File: src/hw/rtl/ccol_div_stage.sv
`timescale 1ns / 1ps

module ccol_div_stage #(
	parameter int RW = 36,
	parameter int QW = 16,
	parameter int SW = 8
) (
	input  logic          clk,
	input  logic          arst_n,
	input  logic          vld_in,
	input  logic [RW-1:0] rem_in,
	input  logic [RW-2:0] den_in,
	input  logic [QW-1:0] q_in,
	input  logic [SW-1:0] sb_in,
	output logic          vld_out,
	output logic [RW-1:0] rem_out,
	output logic [RW-2:0] den_out,
	output logic [QW-1:0] q_out,
	output logic [SW-1:0] sb_out
);

	logic [RW-1:0] sh;
	logic [RW-1:0] dif;
	logic          ge;

	// one restoring step: shift, trial subtract, keep on success
	assign sh  = {rem_in[RW-2:0], 1'b0};
	assign ge  = sh >= {1'b0, den_in};
	assign dif = sh - {1'b0, den_in};

	// advance valid
	always_ff @(posedge clk or negedge arst_n) begin
		if (!arst_n) begin
			vld_out <= 1'b0;
		end else begin
			vld_out <= vld_in;
		end
	end

	// advance payload
	always_ff @(posedge clk) begin
		rem_out <= ge ? dif : sh;
		q_out   <= {q_in[QW-2:0], ge};
		den_out <= den_in;
		sb_out  <= sb_in;
	end

endmodule

File: config.mk
export PLATFORM = sky130hd
export DESIGN_NAME = ccol_div_stage
export DESIGN_NICKNAME = d
export VERILOG_FILES = /design/src/hw/rtl/ccol_div_stage.sv
export SDC_FILE = /design/constraint.sdc
export NUM_CORES = 1
export LEC_CHECK = 0
export BUFFER_PORTS_ARGS = -buffer_cell sky130_fd_sc_hd__buf_2
export CAP_MARGIN = 20
export CORE_MARGIN = 2
export CORE_UTILIZATION = 52
export CTS_CLUSTER_SIZE = 8
export DETAILED_ROUTE_END_ITERATION = 10
export GPL_ROUTABILITY_DRIVEN = 0
export MAX_ROUTING_LAYER = met4
export PLACE_DENSITY = 0.89
export SYNTH_ARGS = -nofsm -noshare
export SYNTH_HDL_FRONTEND = slang
export SYNTH_SLANG_ARGS = --single-unit
File: constraint.sdc
create_clock -name clk -period 1.5 [get_ports clk]
set_clock_uncertainty 0.2 [all_clocks]
set_input_delay 0.075 -clock clk [delete_from_list [all_inputs] [get_ports clk]]
set_output_delay 0.075 -clock clk [all_outputs]
set_load 0.02 [all_outputs]
==> impl_metrics.csv, run 1 <==
group,metric,value,unit
die,die_w,98.1,um
clock_network,cts_made_buffers,9,
place,io_buffers,191,
yosys,synth_most_common_cell,"dfxtp_1",
place,place_hpwl,11300,um
clock_network,cts-root-buf,"clkbuf_8",
yosys,synth_simple_gate_area_frac,0.133,
yosys,synth_top_flop_cell,"dfxtp_1",
yosys,yosysWarnings,0,
yosys,synthCells,515,
run_status,first-error,"[ERROR DPL-0038] Utilization greater than 100%, impossible to legalize",
yosys,synth_top_family_by_area,"compound AO/OA/AOI/OAI gates",
yosys,synth_top_area_frac,0.413,
yosys,synth_nets,649,
clock_network,cts_hold_buffers,96,
yosys,synth-edff-count,0,
clock_network,htree_levels,3,
die,rows,34,
yosys,synth_area_per_cell,8.95,um2
run_status,stop_stage,"clock tree synthesis",
clock_network,post_cts_resized,134,
yosys,ys_top_cells_by_count,"dfxtp_1, a21oi_1, inv_1, nor2_1, ha_1",
run_status,status,"stopped before the end",
yosys,ys_top_cells_by_area,"dfxtp_1, ha_1, a21oi_1",
clock_network,clk_path_buf_depth,2,
yosys,synth-xor-area-share,0.0551,
die,io_pins,194,
die,fp.dieH,98.1,um
yosys,syn_area,4610,um2
clock_network,postCtsSetupBuffers,15,
place,pre_cts_ws,-1.24,ns
yosys,async_flop_share,0.0104,
yosys,yosysSeqAreaShare,0.418,
yosys,synth.mux.area_fraction,0.0171,
yosys,ys_ff_latch,96,
die,initial_core_util,0.534,
clock_network,clock_sinks,96,
yosys,synth-adder-area-share,0.0994,
yosys,synth-compound-area-share,0.211,
yosys,synth_top_area_cell,"dfxtp_1",
yosys,yosys.cell_types.count,58,
-- through the flow --
step | utilization | instance area (um2) | std cells
3_5_place_dp | 0.787 | 6800 | 912
3_3_place_gp | 0.787 | 6800 | 912
2_1_floorplan | - | 5020 | 515
-- cell families after synthesis --
family                   Yosys count
buffers and inverters             72
multiplexers                       7
XOR/XNOR                          29
flip-flops                        96
adder cells (fa/ha/maj)           36
AO/OA/AOI/OAI                    146
AND/OR/NAND/NOR                  129
==> run 2: changes to the inputs <==
--- a/config.mk
+++ b/config.mk
@@ -8,12 +8,10 @@
 export BUFFER_PORTS_ARGS = -buffer_cell sky130_fd_sc_hd__buf_2
 export CAP_MARGIN = 20
 export CORE_MARGIN = 2
-export CORE_UTILIZATION = 52
-export CTS_CLUSTER_SIZE = 8
+export CORE_UTILIZATION = 40
 export DETAILED_ROUTE_END_ITERATION = 10
 export GPL_ROUTABILITY_DRIVEN = 0
-export MAX_ROUTING_LAYER = met4
-export PLACE_DENSITY = 0.89
+export PLACE_DENSITY_LB_ADDON = 0.15
 export SYNTH_ARGS = -nofsm -noshare
 export SYNTH_HDL_FRONTEND = slang
 export SYNTH_SLANG_ARGS = --single-unit
==> run 2 against run 1 <==
  * The flow now finishes, with violations (negative setup slack)
  * Synthesized cell count did not move
  * Synthesized area unchanged
==> impl_metrics.csv, run 2 <==
group,metric,value,unit
run_status,status,"finished with violations",
final_layout,fillCellCount,609,
yosys,synth-edff-count,0,
final_layout,multiInputGateArea,3440,um2
timing,period_share,1.44,
route,first_pass_iters,5,
die,io_pins,194,
global_route,grt_pass1_vias,5784,
worst_setup_path,arrival,2.19,ns
run,drv_cap,0,
clock_network,htree_levels,3,
global_route,gr-total-overflow,0,
die,die_w,111,um
power_and_ir_drop,swShare,0.329,
final_layout,diodes,0,
die,fp.dieH,111,um
yosys,synth_top_flop_cell,"dfxtp_1",
power_and_ir_drop,clkPwrFrac,0.259,
worst_setup_path,path_cells,"buf_4 > ha_4 > a2111oi_4 > a21oi_2 > nand2_2 > o311ai_4 > o211ai_1 > and2_4 > buf_12 > clkinv_16 > buf_12 > nor2_4 > a21oi_2",
worst_setup_path,crit_required,1.53,ns
die,core-area,11300,um2
die,initial_core_util,0.407,
power_and_ir_drop,p_int,5.96,mW
worst_setup_path,path_class,"input pin to flop",
timing,rsz0062_at_grt,"yes",
final_layout,layout_commonest_cell,"buf_2",
global_route,grt_pass1_wl,27300,um
yosys,ys_ff_latch,96,
yosys,synth_nets,649,
final_layout,drive_above_1_share,0.568,
yosys,yosysWarnings,0,
global_route,antenna_found_initial,0,
die,rows,39,
worst_setup_path,worst_setup_path_end_kind,"flop",
route,drc,0,
power_and_ir_drop,p_sw,2.92,mW
final_layout,final_nets,1092,
timing,hold_violations,0,
final_layout,area_growth,108,%
worst_setup_path,crit_slowest_cell,"a2111oi_4",
power_and_ir_drop,p_comb_frac,0.412,
clock_network,cts_made_buffers,9,
die,die_area,12400,um2
place,pre_cts_ws,-1.28,ns
route,dr.first_iter.drc_count,315,
route,wire_per_inst,16.7,um
timing,finalSetupViolations,37,
route,vias,5646,
place,place_hpwl,10500,um
timing,slew_headroom,0.759,
clock_network,cts-root-buf,"clkbuf_16",
clock_network,clock_sinks,96,
yosys,syn_area,4610,um2
power_and_ir_drop,peakVddDrop,1.01,mV
worst_setup_path,crit_end,"rem_out[27]$_DFF_P_",
route,routed_wl,18500,um
yosys,ys_top_cells_by_count,"dfxtp_1, a21oi_1, inv_1, nor2_1, ha_1",
clock_network,cts_tree,"built",
yosys,synth_most_common_cell,"dfxtp_1",
yosys,ys_top_cells_by_area,"dfxtp_1, ha_1, a21oi_1",
timing,fin_setup_tns,-22.27,ns
run_status,violations,"negative setup slack",
worst_setup_path,critPathLaunch,"rem_in[6]",
worst_setup_path,cp_max_fo,8,
power_and_ir_drop,power_frac_seq,0.329,
yosys,synth_area_per_cell,8.95,um2
global_route,grt_use_total,0.268,
final_layout,reg.largest.list,"rem_out x36, den_out x35, q_out x16",
worst_setup_path,slowest_delay,0.38,ns
yosys,synth_top_area_frac,0.413,
final_layout,seqCellArea,1930,um2
clock_network,clkSlewWorstSetupHoldPaths,0.06,ns
worst_setup_path,worstSetupStartpointType,"input pin",
final_layout,largest_reg_flops,36,
timing,fmax,464,MHz
min_path,hold_path.class,"input pin to flop",
final_layout,top_register,"rem_out",
yosys,yosys.cell_types.count,58,
timing,period_minus_slack,2.16,ns
clock_network,clk_path_buf_depth,2,
power_and_ir_drop,power.density,926,nW/um2
timing,tightest_slew,0.358,ns
yosys,synth_top_area_cell,"dfxtp_1",
final_layout,final_cell_mix,"buf_2, buf_4, dlygate4sd3_1, dfxtp_1, a21oi_1",
timing,maxSlewViolCount,0,
power_and_ir_drop,p_leak,4.42,nW
place,io_buffers,191,
timing,layout_setup_ws,-0.656,ns
yosys,synthCells,515,
global_route,grt_start_max_net_pins,17,
route,ant_nets,0,
yosys,async_flop_share,0.0104,
yosys,yosysSeqAreaShare,0.418,
route,vias_per_cell,5.10,
[run 2: timing repair]
action / 4_1_cts / 5_1_grt
hold buffers: 98 / 0
pin swaps: 46 / 33
setup endpoints to repair: 37 / 37
gates cloned: 4 / 0
buffers inserted: 29 / 13
hold endpoints to repair: 96 / 0
gates resized for setup: 145 / 83
[run 2: kinds of logic (layout without fill, tap and decap cells)]
group | after synthesis | in the layout | share of synthesized area
compound gates | 146 | 146 | 0.211
simple gates | 129 | 129 | 0.133
flops | 96 | 96 | 0.418
buf+inv | 72 | 520 | 0.0662
fa+ha+maj | 36 | 36 | 0.0994
xor+xnor | 29 | 29 | 0.0551
mux | 7 | 7 | 0.0171
[run 2: worst min path at each step]
stage,slack [ns],from,cells past startpoint,endpoint
after global placement,-0.35,arst_n,1,vld_out$_DFF_PN0_
after global routing,0.07,rem_in[10],4,rem_out[11]$_DFF_P_
after floorplan,-0.42,arst_n,0,vld_out$_DFF_PN0_
after CTS,0.01,rem_in[26],4,rem_out[27]$_DFF_P_
after detailed placement,-0.35,arst_n,1,vld_out$_DFF_PN0_
final,0.04,rem_in[26],4,rem_out[27]$_DFF_P_
[run 2: metrics by stage]
stage          hold slack, ns  area (um2)  power, mW   util  instances
6_report               0.0416        9590       8.88  0.847       1106
4_1_cts                0.0101        9090       8.54  0.803       1093
2_1_floorplan          -0.421        5020       4.53      -        515
3_5_place_dp           -0.349        6860       5.55  0.606        948
5_1_grt                0.0686        9590       9.27  0.847       1106
3_3_place_gp           -0.351        6860       5.51  0.606        948
[run 2: power by group through the flow]
| stage | combinational (mW) | clock (mW) | sequential [mW] |
|---|---|---|---|
| 4_1_cts | 3.28 | 2.35 | 2.91 |
| 3_5_place_dp | 2.58 | 0 | 2.97 |
| 6_report | 3.66 | 2.30 | 2.92 |
| 3_3_place_gp | 2.54 | 0 | 2.97 |
| 5_1_grt | 3.87 | 2.45 | 2.94 |
| 2_1_floorplan | 1.18 | 0 | 3.35 |
[run 2: per-layer routing]
metal | track usage | vias up | part of all wire
li1 | - | 2689 | -
met1 | 0.306 | 2672 | 0.38
met2 | 0.487 | 234 | 0.53
met3 | 0.0490 | 51 | 0.056
met4 | 0.123 | 0 | 0.033
met5 | 0 | - | 0
[run 2: critical path: cells and delay by family]
kind	cells	cell delay, ns
AND/OR/NAND/NOR	3	0.47
adder cells (fa/ha/maj)	1	0.27
buffers and inverters	4	0.52
AO/OA/AOI/OAI	5	0.85
[run 2: cell type report]
cell class                      instances  area share
Tap cell                              143      0.0187
Clock buffer                           10      0.0239
Timing Repair inverter                  1     0.00313
Timing Repair Buffer                  456       0.363
Multi-Input combinational cell        347       0.359
Sequential cell                        96       0.201
Clock inverter                          6     0.00705
Inverter                               47      0.0237
Note: power is estimated with default switching activity, not from simulation.
==> run 3: changes to the inputs <==
--- a/config.mk
+++ b/config.mk
@@ -8,7 +8,7 @@
 export BUFFER_PORTS_ARGS = -buffer_cell sky130_fd_sc_hd__buf_2
 export CAP_MARGIN = 20
 export CORE_MARGIN = 2
-export CORE_UTILIZATION = 40
+export CORE_UTILIZATION = 30
 export DETAILED_ROUTE_END_ITERATION = 10
 export GPL_ROUTABILITY_DRIVEN = 0
 export PLACE_DENSITY_LB_ADDON = 0.15
==> run 3 against run 2 <==
  * The run still ends with negative setup slack left
  * Via count is 5.0% lower
  * Sequential cell count did not move
  * Hold slack worse by 0.014 ns
  * Setup slack better by 0.052 ns
  * Clock-buffer cell count unchanged
  * Core utilization decreased by 22 points
  * First-iteration DRC count decreased by 47%
  * Clock power is 3% higher
  * Critical endpoint is now rem_out[33]$_DFF_P_
==> impl_metrics.csv, run 3 (synthesis gave the netlist of run 2 again) <==
group,metric,value,unit
final_layout,multiInputGateArea,3390,um2
min_path,hold_path.class,"input pin to flop",
place,dpl-instance-area,6930,um2
power_and_ir_drop,p_int,5.96,mW
timing,finalSetupViolations,37,
final_layout,drive_above_1_share,0.558,
timing,rsz0062_at_grt,"yes",
global_route,antenna_found_initial,0,
run_status,status,"finished with violations",
clock_network,cts-root-buf,"clkbuf_16",
final_layout,seqCellArea,1930,um2
final_layout,final_cell_mix,"buf_2, buf_4, dlygate4sd3_1, dfxtp_1, a21oi_1",
timing,period_minus_slack,2.10,ns
power_and_ir_drop,p_comb_frac,0.397,
run,drv_cap,0,
worst_setup_path,path_cells,"buf_6 > ha_4 > buf_6 > nand4_1 > buf_4 > o311ai_4 > o211ai_1 > and2_4 > buf_8 > o41ai_4",
power_and_ir_drop,p_sw,2.82,mW
final_layout,area_growth,107,%
worst_setup_path,arrival,2.15,ns
worst_setup_path,crit_top_cell,"buf_6",
route,ant_nets,0,
die,io_pins,194,
timing,tightest_slew,0.420,ns
route,drc,0,
final_layout,reg.largest.list,"rem_out x36, den_out x35, q_out x16",
clock_network,clock_sinks,96,
global_route,grt_pass1_wl,26000,um
final_layout,largest_reg_flops,36,
worst_setup_path,cp_top_family,"compound AO/OA/AOI/OAI gates",
worst_setup_path,worstSetupStartpointType,"input pin",
die,core-area,15100,um2
worst_setup_path,crit_required,1.55,ns
clock_network,htree_levels,3,
worst_setup_path,worst_setup_path_end_kind,"flop",
final_layout,fillCellCount,1257,
place,io_buffers,191,
power_and_ir_drop,p_leak,4.40,nW
worst_setup_path,path_class,"input pin to flop",
power_and_ir_drop,totalPowerFinal,8.77,mW
worst_setup_path,slowest_delay,0.38,ns
power_and_ir_drop,power_frac_seq,0.332,
global_route,grt_start_max_net_pins,17,
timing,hold_violations,0,
run_status,violations,"negative setup slack",
global_route,grt_use_total,0.199,
die,initial_core_util,0.305,
final_layout,diodes,0,
global_route,met1_usage,0.231,
die,die_area,16400,um2
timing,period_share,1.40,
clock_network,cts_made_buffers,9,
final_layout,final_nets,1092,
power_and_ir_drop,swShare,0.321,
die,rows,45,
power_and_ir_drop,clkPwrFrac,0.270,
clock_network,clkSlewWorstSetupHoldPaths,0.07,ns
route,dr.first_iter.drc_count,167,
place,place_hpwl,11300,um
timing,slew_headroom,0.719,
worst_setup_path,cp_max_fo,7,
die,fp.dieH,128,um
clock_network,clk_path_buf_depth,2,
global_route,grt_pass1_vias,5530,
route,first_pass_iters,4,
min_path,holdPathStages,3,
route,vias,5361,
min_path,min_to,"rem_out[1]$_DFF_P_",
route,routed_wl,16500,um
min_path,holdCritStartpoint,"rem_in[0]",
global_route,grt_busiest_layer,"met2",
route,vias_per_cell,4.66,
route,wire_per_inst,14.4,um
global_route,grt_util_met2,0.355,
worst_setup_path,path_buf_inv,4,
global_route,grt_use_met3,0.0422,
timing,maxSlewViolCount,0,
final_layout,design_area,9530,um2
timing,fmax,475,MHz
power_and_ir_drop,power.density,921,nW/um2
final_layout,layout_commonest_cell,"buf_2",
final_layout,top_register,"rem_out",
timing,layout_setup_ws,-0.604,ns
power_and_ir_drop,peakVddDrop,0.595,mV
clock_network,cts_tree,"built",
worst_setup_path,crit_slowest_cell,"o311ai_4",
global_route,gr-total-overflow,0,
die,die_w,128,um
==> run 3: changes by cell type in the layout (fill, tap and decap cells not counted), sizes merged <==
cell,delta
buf,+1
clkinv,-1
clkinvlp,-2
dlygate4sd3,-1
inv,+3
==> run 3: power groups by stage <==
stage	clock network, mW	registers [mW]	logic (mW)
5_1_grt	2.57	2.94	3.73
3_3_place_gp	0	2.97	2.60
6_report	2.37	2.92	3.49
3_5_place_dp	0	2.97	2.62
4_1_cts	2.44	2.92	3.29
2_1_floorplan	0	3.35	1.18
==> run 3: worst max path at each step <==
stage	cells past startpoint	endpoint	startpoint	slack [ns]
5_1_grt	12	rem_out[28]$_DFF_P_	den_in[14]	-0.69
4_1_cts	12	rem_out[33]$_DFF_P_	den_in[12]	-0.63
3_5_place_dp	12	rem_out[34]$_DFF_P_	den_in[23]	-1.24
6_report	10	rem_out[33]$_DFF_P_	rem_in[13]	-0.60
2_1_floorplan	11	rem_out[1]$_DFF_P_	den_in[29]	-0.70
3_3_place_gp	11	rem_out[34]$_DFF_P_	rem_in[22]	-1.21
==> run 3: layout make-up <==
type | instances | share of cell area
Tap cell | 188 | 0.0247
Multi-Input combinational cell | 347 | 0.356
Sequential cell | 96 | 0.202
Clock buffer | 10 | 0.0251
Timing Repair inverter | 1 | 0.00118
Inverter | 47 | 0.0232
Clock inverter | 6 | 0.00696
Timing Repair Buffer | 456 | 0.361
==> run 3: worst min-delay path, cell delays in order <==
cell    delay, ns
buf_2        0.13
fa_2         0.21
mux2_4       0.13
==> run 3: what timing repair did <==
item                       CTS  global route
resized for setup          150            54
buffers inserted            33            11
hold buffers                97             0
setup endpoints to repair   37            37
hold endpoints to repair    96             0
cloned                       1             0
pin swaps                   74            31
==> run 3: routing by layer <==
metal / wire length, um / vias to the layer above
met5: 0 / -
met4: 298 / 0
met3: 951 / 21
met2: 8250 / 174
met1: 7030 / 2477
li1: - / 2689
==> run 3: metrics by stage <==
step | instances | hold slack, ns | worst slack [ns] | util | TNS (ns)
after global placement | 997 | -0.349 | -1.21 | 0.460 | -36.54
after floorplan | 515 | -0.421 | -0.704 | - | -23.39
after global routing | 1151 | 0.0171 | -0.685 | 0.632 | -21.78
final | 1151 | 0.0271 | -0.604 | 0.632 | -19.04
after CTS | 1142 | 0.0130 | -0.626 | 0.609 | -18.32
after detailed placement | 997 | -0.348 | -1.24 | 0.460 | -38.72
==> run 4: changes to the inputs <==
--- a/config.mk
+++ b/config.mk
@@ -7,11 +7,13 @@
 export LEC_CHECK = 0
 export BUFFER_PORTS_ARGS = -buffer_cell sky130_fd_sc_hd__buf_2
 export CAP_MARGIN = 20
+export CORE_ASPECT_RATIO = 1.1
 export CORE_MARGIN = 2
 export CORE_UTILIZATION = 30
 export DETAILED_ROUTE_END_ITERATION = 10
 export GPL_ROUTABILITY_DRIVEN = 0
 export PLACE_DENSITY_LB_ADDON = 0.15
+export SLEW_MARGIN = 20
 export SYNTH_ARGS = -nofsm -noshare
 export SYNTH_HDL_FRONTEND = slang
 export SYNTH_SLANG_ARGS = --single-unit
==> run 4 against run 3 <==
  * The flow still finishes with violations (negative setup slack)
  * Largest cell class unchanged
  * Fmax down 0.42%
  * Sequential power hardly changed
  * Power grew 4.0%
  * Combinational power up 2%
  * Die area about the same
  * Critical endpoint unchanged
  * Critical path type unchanged
  * Highest routed layer unchanged
==> impl_metrics.csv, run 4 (synthesis gave the netlist of run 2 again) <==
group,metric,value,unit
run_status,status,"finished with violations",
run_status,violations,"negative setup slack",
die,fp.dieH,134,um
timing,layout_setup_ws,-0.613,ns
clock_network,clk_path_buf_depth,2,
clock_network,cts_tree,"built",
final_layout,final_nets,1092,
route,ant_nets,0,
final_layout,top_register,"rem_out",
final_layout,area_growth,111,%
route,drc,0,
final_layout,final_cell_mix,"buf_2, buf_4, dlygate4sd3_1, dfxtp_1",
power_and_ir_drop,peakVddDrop,0.553,mV
run,drv_cap,0,
timing,tightest_slew,0.409,ns
final_layout,diodes,0,
clock_network,htree_levels,3,
worst_setup_path,arrival,2.15,ns
timing,finalSetupViolations,37,
timing,period_minus_slack,2.11,ns
final_layout,layoutNonFillerInstCount,1159,
power_and_ir_drop,swShare,0.311,
die,core-area,15100,um2
place,dp_cells,1005,
min_path,hold_path.class,"input pin to flop",
route,dr.first_iter.drc_count,114,
clock_network,cts_made_buffers,9,
final_layout,fin_util,0.647,
clock_network,cts-root-buf,"clkbuf_16",
clock_network,clock_sinks,96,
global_route,gr-total-overflow,0,
power_and_ir_drop,power_frac_seq,0.319,
min_path,holdPathStages,4,
global_route,grt_pass1_vias,5591,
route,routed_wl,17000,um
worst_setup_path,path_class,"input pin to flop",
timing,fmax,473,MHz
timing,fin_setup_tns,-19.90,ns
route,first_pass_iters,4,
die,die_area,16400,um2
power_and_ir_drop,power.density,937,nW/um2
global_route,grt_pass1_wl,26300,um
die,initial_core_util,0.306,
global_route,grt_use_total,0.202,
power_and_ir_drop,clkPwrFrac,0.291,
timing,period_share,1.41,
power_and_ir_drop,p_sw,2.84,mW
power_and_ir_drop,p_comb_frac,0.390,
place,io_buffers,191,
clock_network,clkSlewWorstSetupHoldPaths,0.07,ns
worst_setup_path,crit_required,1.54,ns
final_layout,reg.largest.list,"rem_out x36, den_out x35, q_out x16",
die,io_pins,194,
worst_setup_path,cp_max_fo,7,
route,wire_per_inst,14.6,um
place,place_hpwl,11500,um
worst_setup_path,worstSetupStartpointType,"input pin",
power_and_ir_drop,totalPowerFinal,9.13,mW
timing,hold_violations,0,
route,vias,5428,
timing,slew_headroom,0.725,
timing,maxSlewViolCount,0,
worst_setup_path,worst_setup_path_end_kind,"flop",
power_and_ir_drop,p_leak,4.45,nW
global_route,antenna_found_initial,0,
final_layout,drive_above_1_share,0.566,
die,rows,47,
final_layout,layout_commonest_cell,"buf_2",
power_and_ir_drop,p_int,6.29,mW
route,vias_per_cell,4.68,
final_layout,largest_reg_flops,36,
global_route,grt_start_max_net_pins,17,
die,die_w,122,um
timing,rsz0062_at_grt,"yes",
## run 4: final timing paths
kind	startpoint	endpoint	slack [ns]
setup / recovery	den_in[15]	rem_out[33]$_DFF_P_	-0.61
hold / removal	rem_in[26]	rem_out[27]$_DFF_P_	0.05
max in group asynchronous	arst_n	vld_out$_DFF_PN0_	0.63
min in group asynchronous	arst_n	vld_out$_DFF_PN0_	0.36
## run 4: cell type report
cell class	instances	area (um2)
Clock buffer	9	225
Tap cell	196	245
Inverter	47	225
Sequential cell	96	1930
Timing Repair Buffer	456	3560
Fill cell	1258	5320
Multi-Input combinational cell	347	3410
Timing Repair inverter	1	20.0
Clock inverter	7	119
## run 4: power groups by stage
stage	clock network (mW)	logic (mW)	registers, mW
2_1_floorplan	0	1.18	3.35
3_3_place_gp	0	2.61	2.97
3_5_place_dp	0	2.63	2.97
4_1_cts	2.72	3.36	2.92
5_1_grt	2.82	3.81	2.94
6_report	2.66	3.56	2.92
## run 4: through the flow
stage / setup slack, ns / cell area (um2) / hold slack (ns)
after CTS: -0.637 / 9360 / 0.0300
after floorplan: -0.704 / 5020 / -0.421
final: -0.613 / 9740 / 0.0477
after global placement: -1.21 / 6970 / -0.347
after global routing: -0.708 / 9740 / 0.0564
after detailed placement: -1.18 / 6970 / -0.345
## run 4: what timing repair did
item,4_1_cts,5_1_grt
pin swaps,74,32
hold buffers,98,0
cloned,3,0
setup buffers,34,7
endpoints found under the setup margin,37,37
hold endpoints to repair,96,0
gates resized for setup,162,80
## run 4: worst max-delay path, cell delays in order
cell	delay (ns)
buf_2	0.09
inv_2	0.04
ha_4	0.26
buf_6	0.12
nand2_1	0.05
o21ai_1	0.18
buf_4	0.15
nor2_1	0.06
o21ba_2	0.25
nor3b_2	0.24
o21ai_0	0.13
nor4b_1	0.16
o41ai_1	0.33
## run 4: routing by layer
metal,vias up,routed length (um),track usage
met1,2537,6800,0.223
met2,169,8860,0.375
met4,0,360,0.0785
li1,2696,-,-
met3,26,956,0.0412
met5,-,0,0
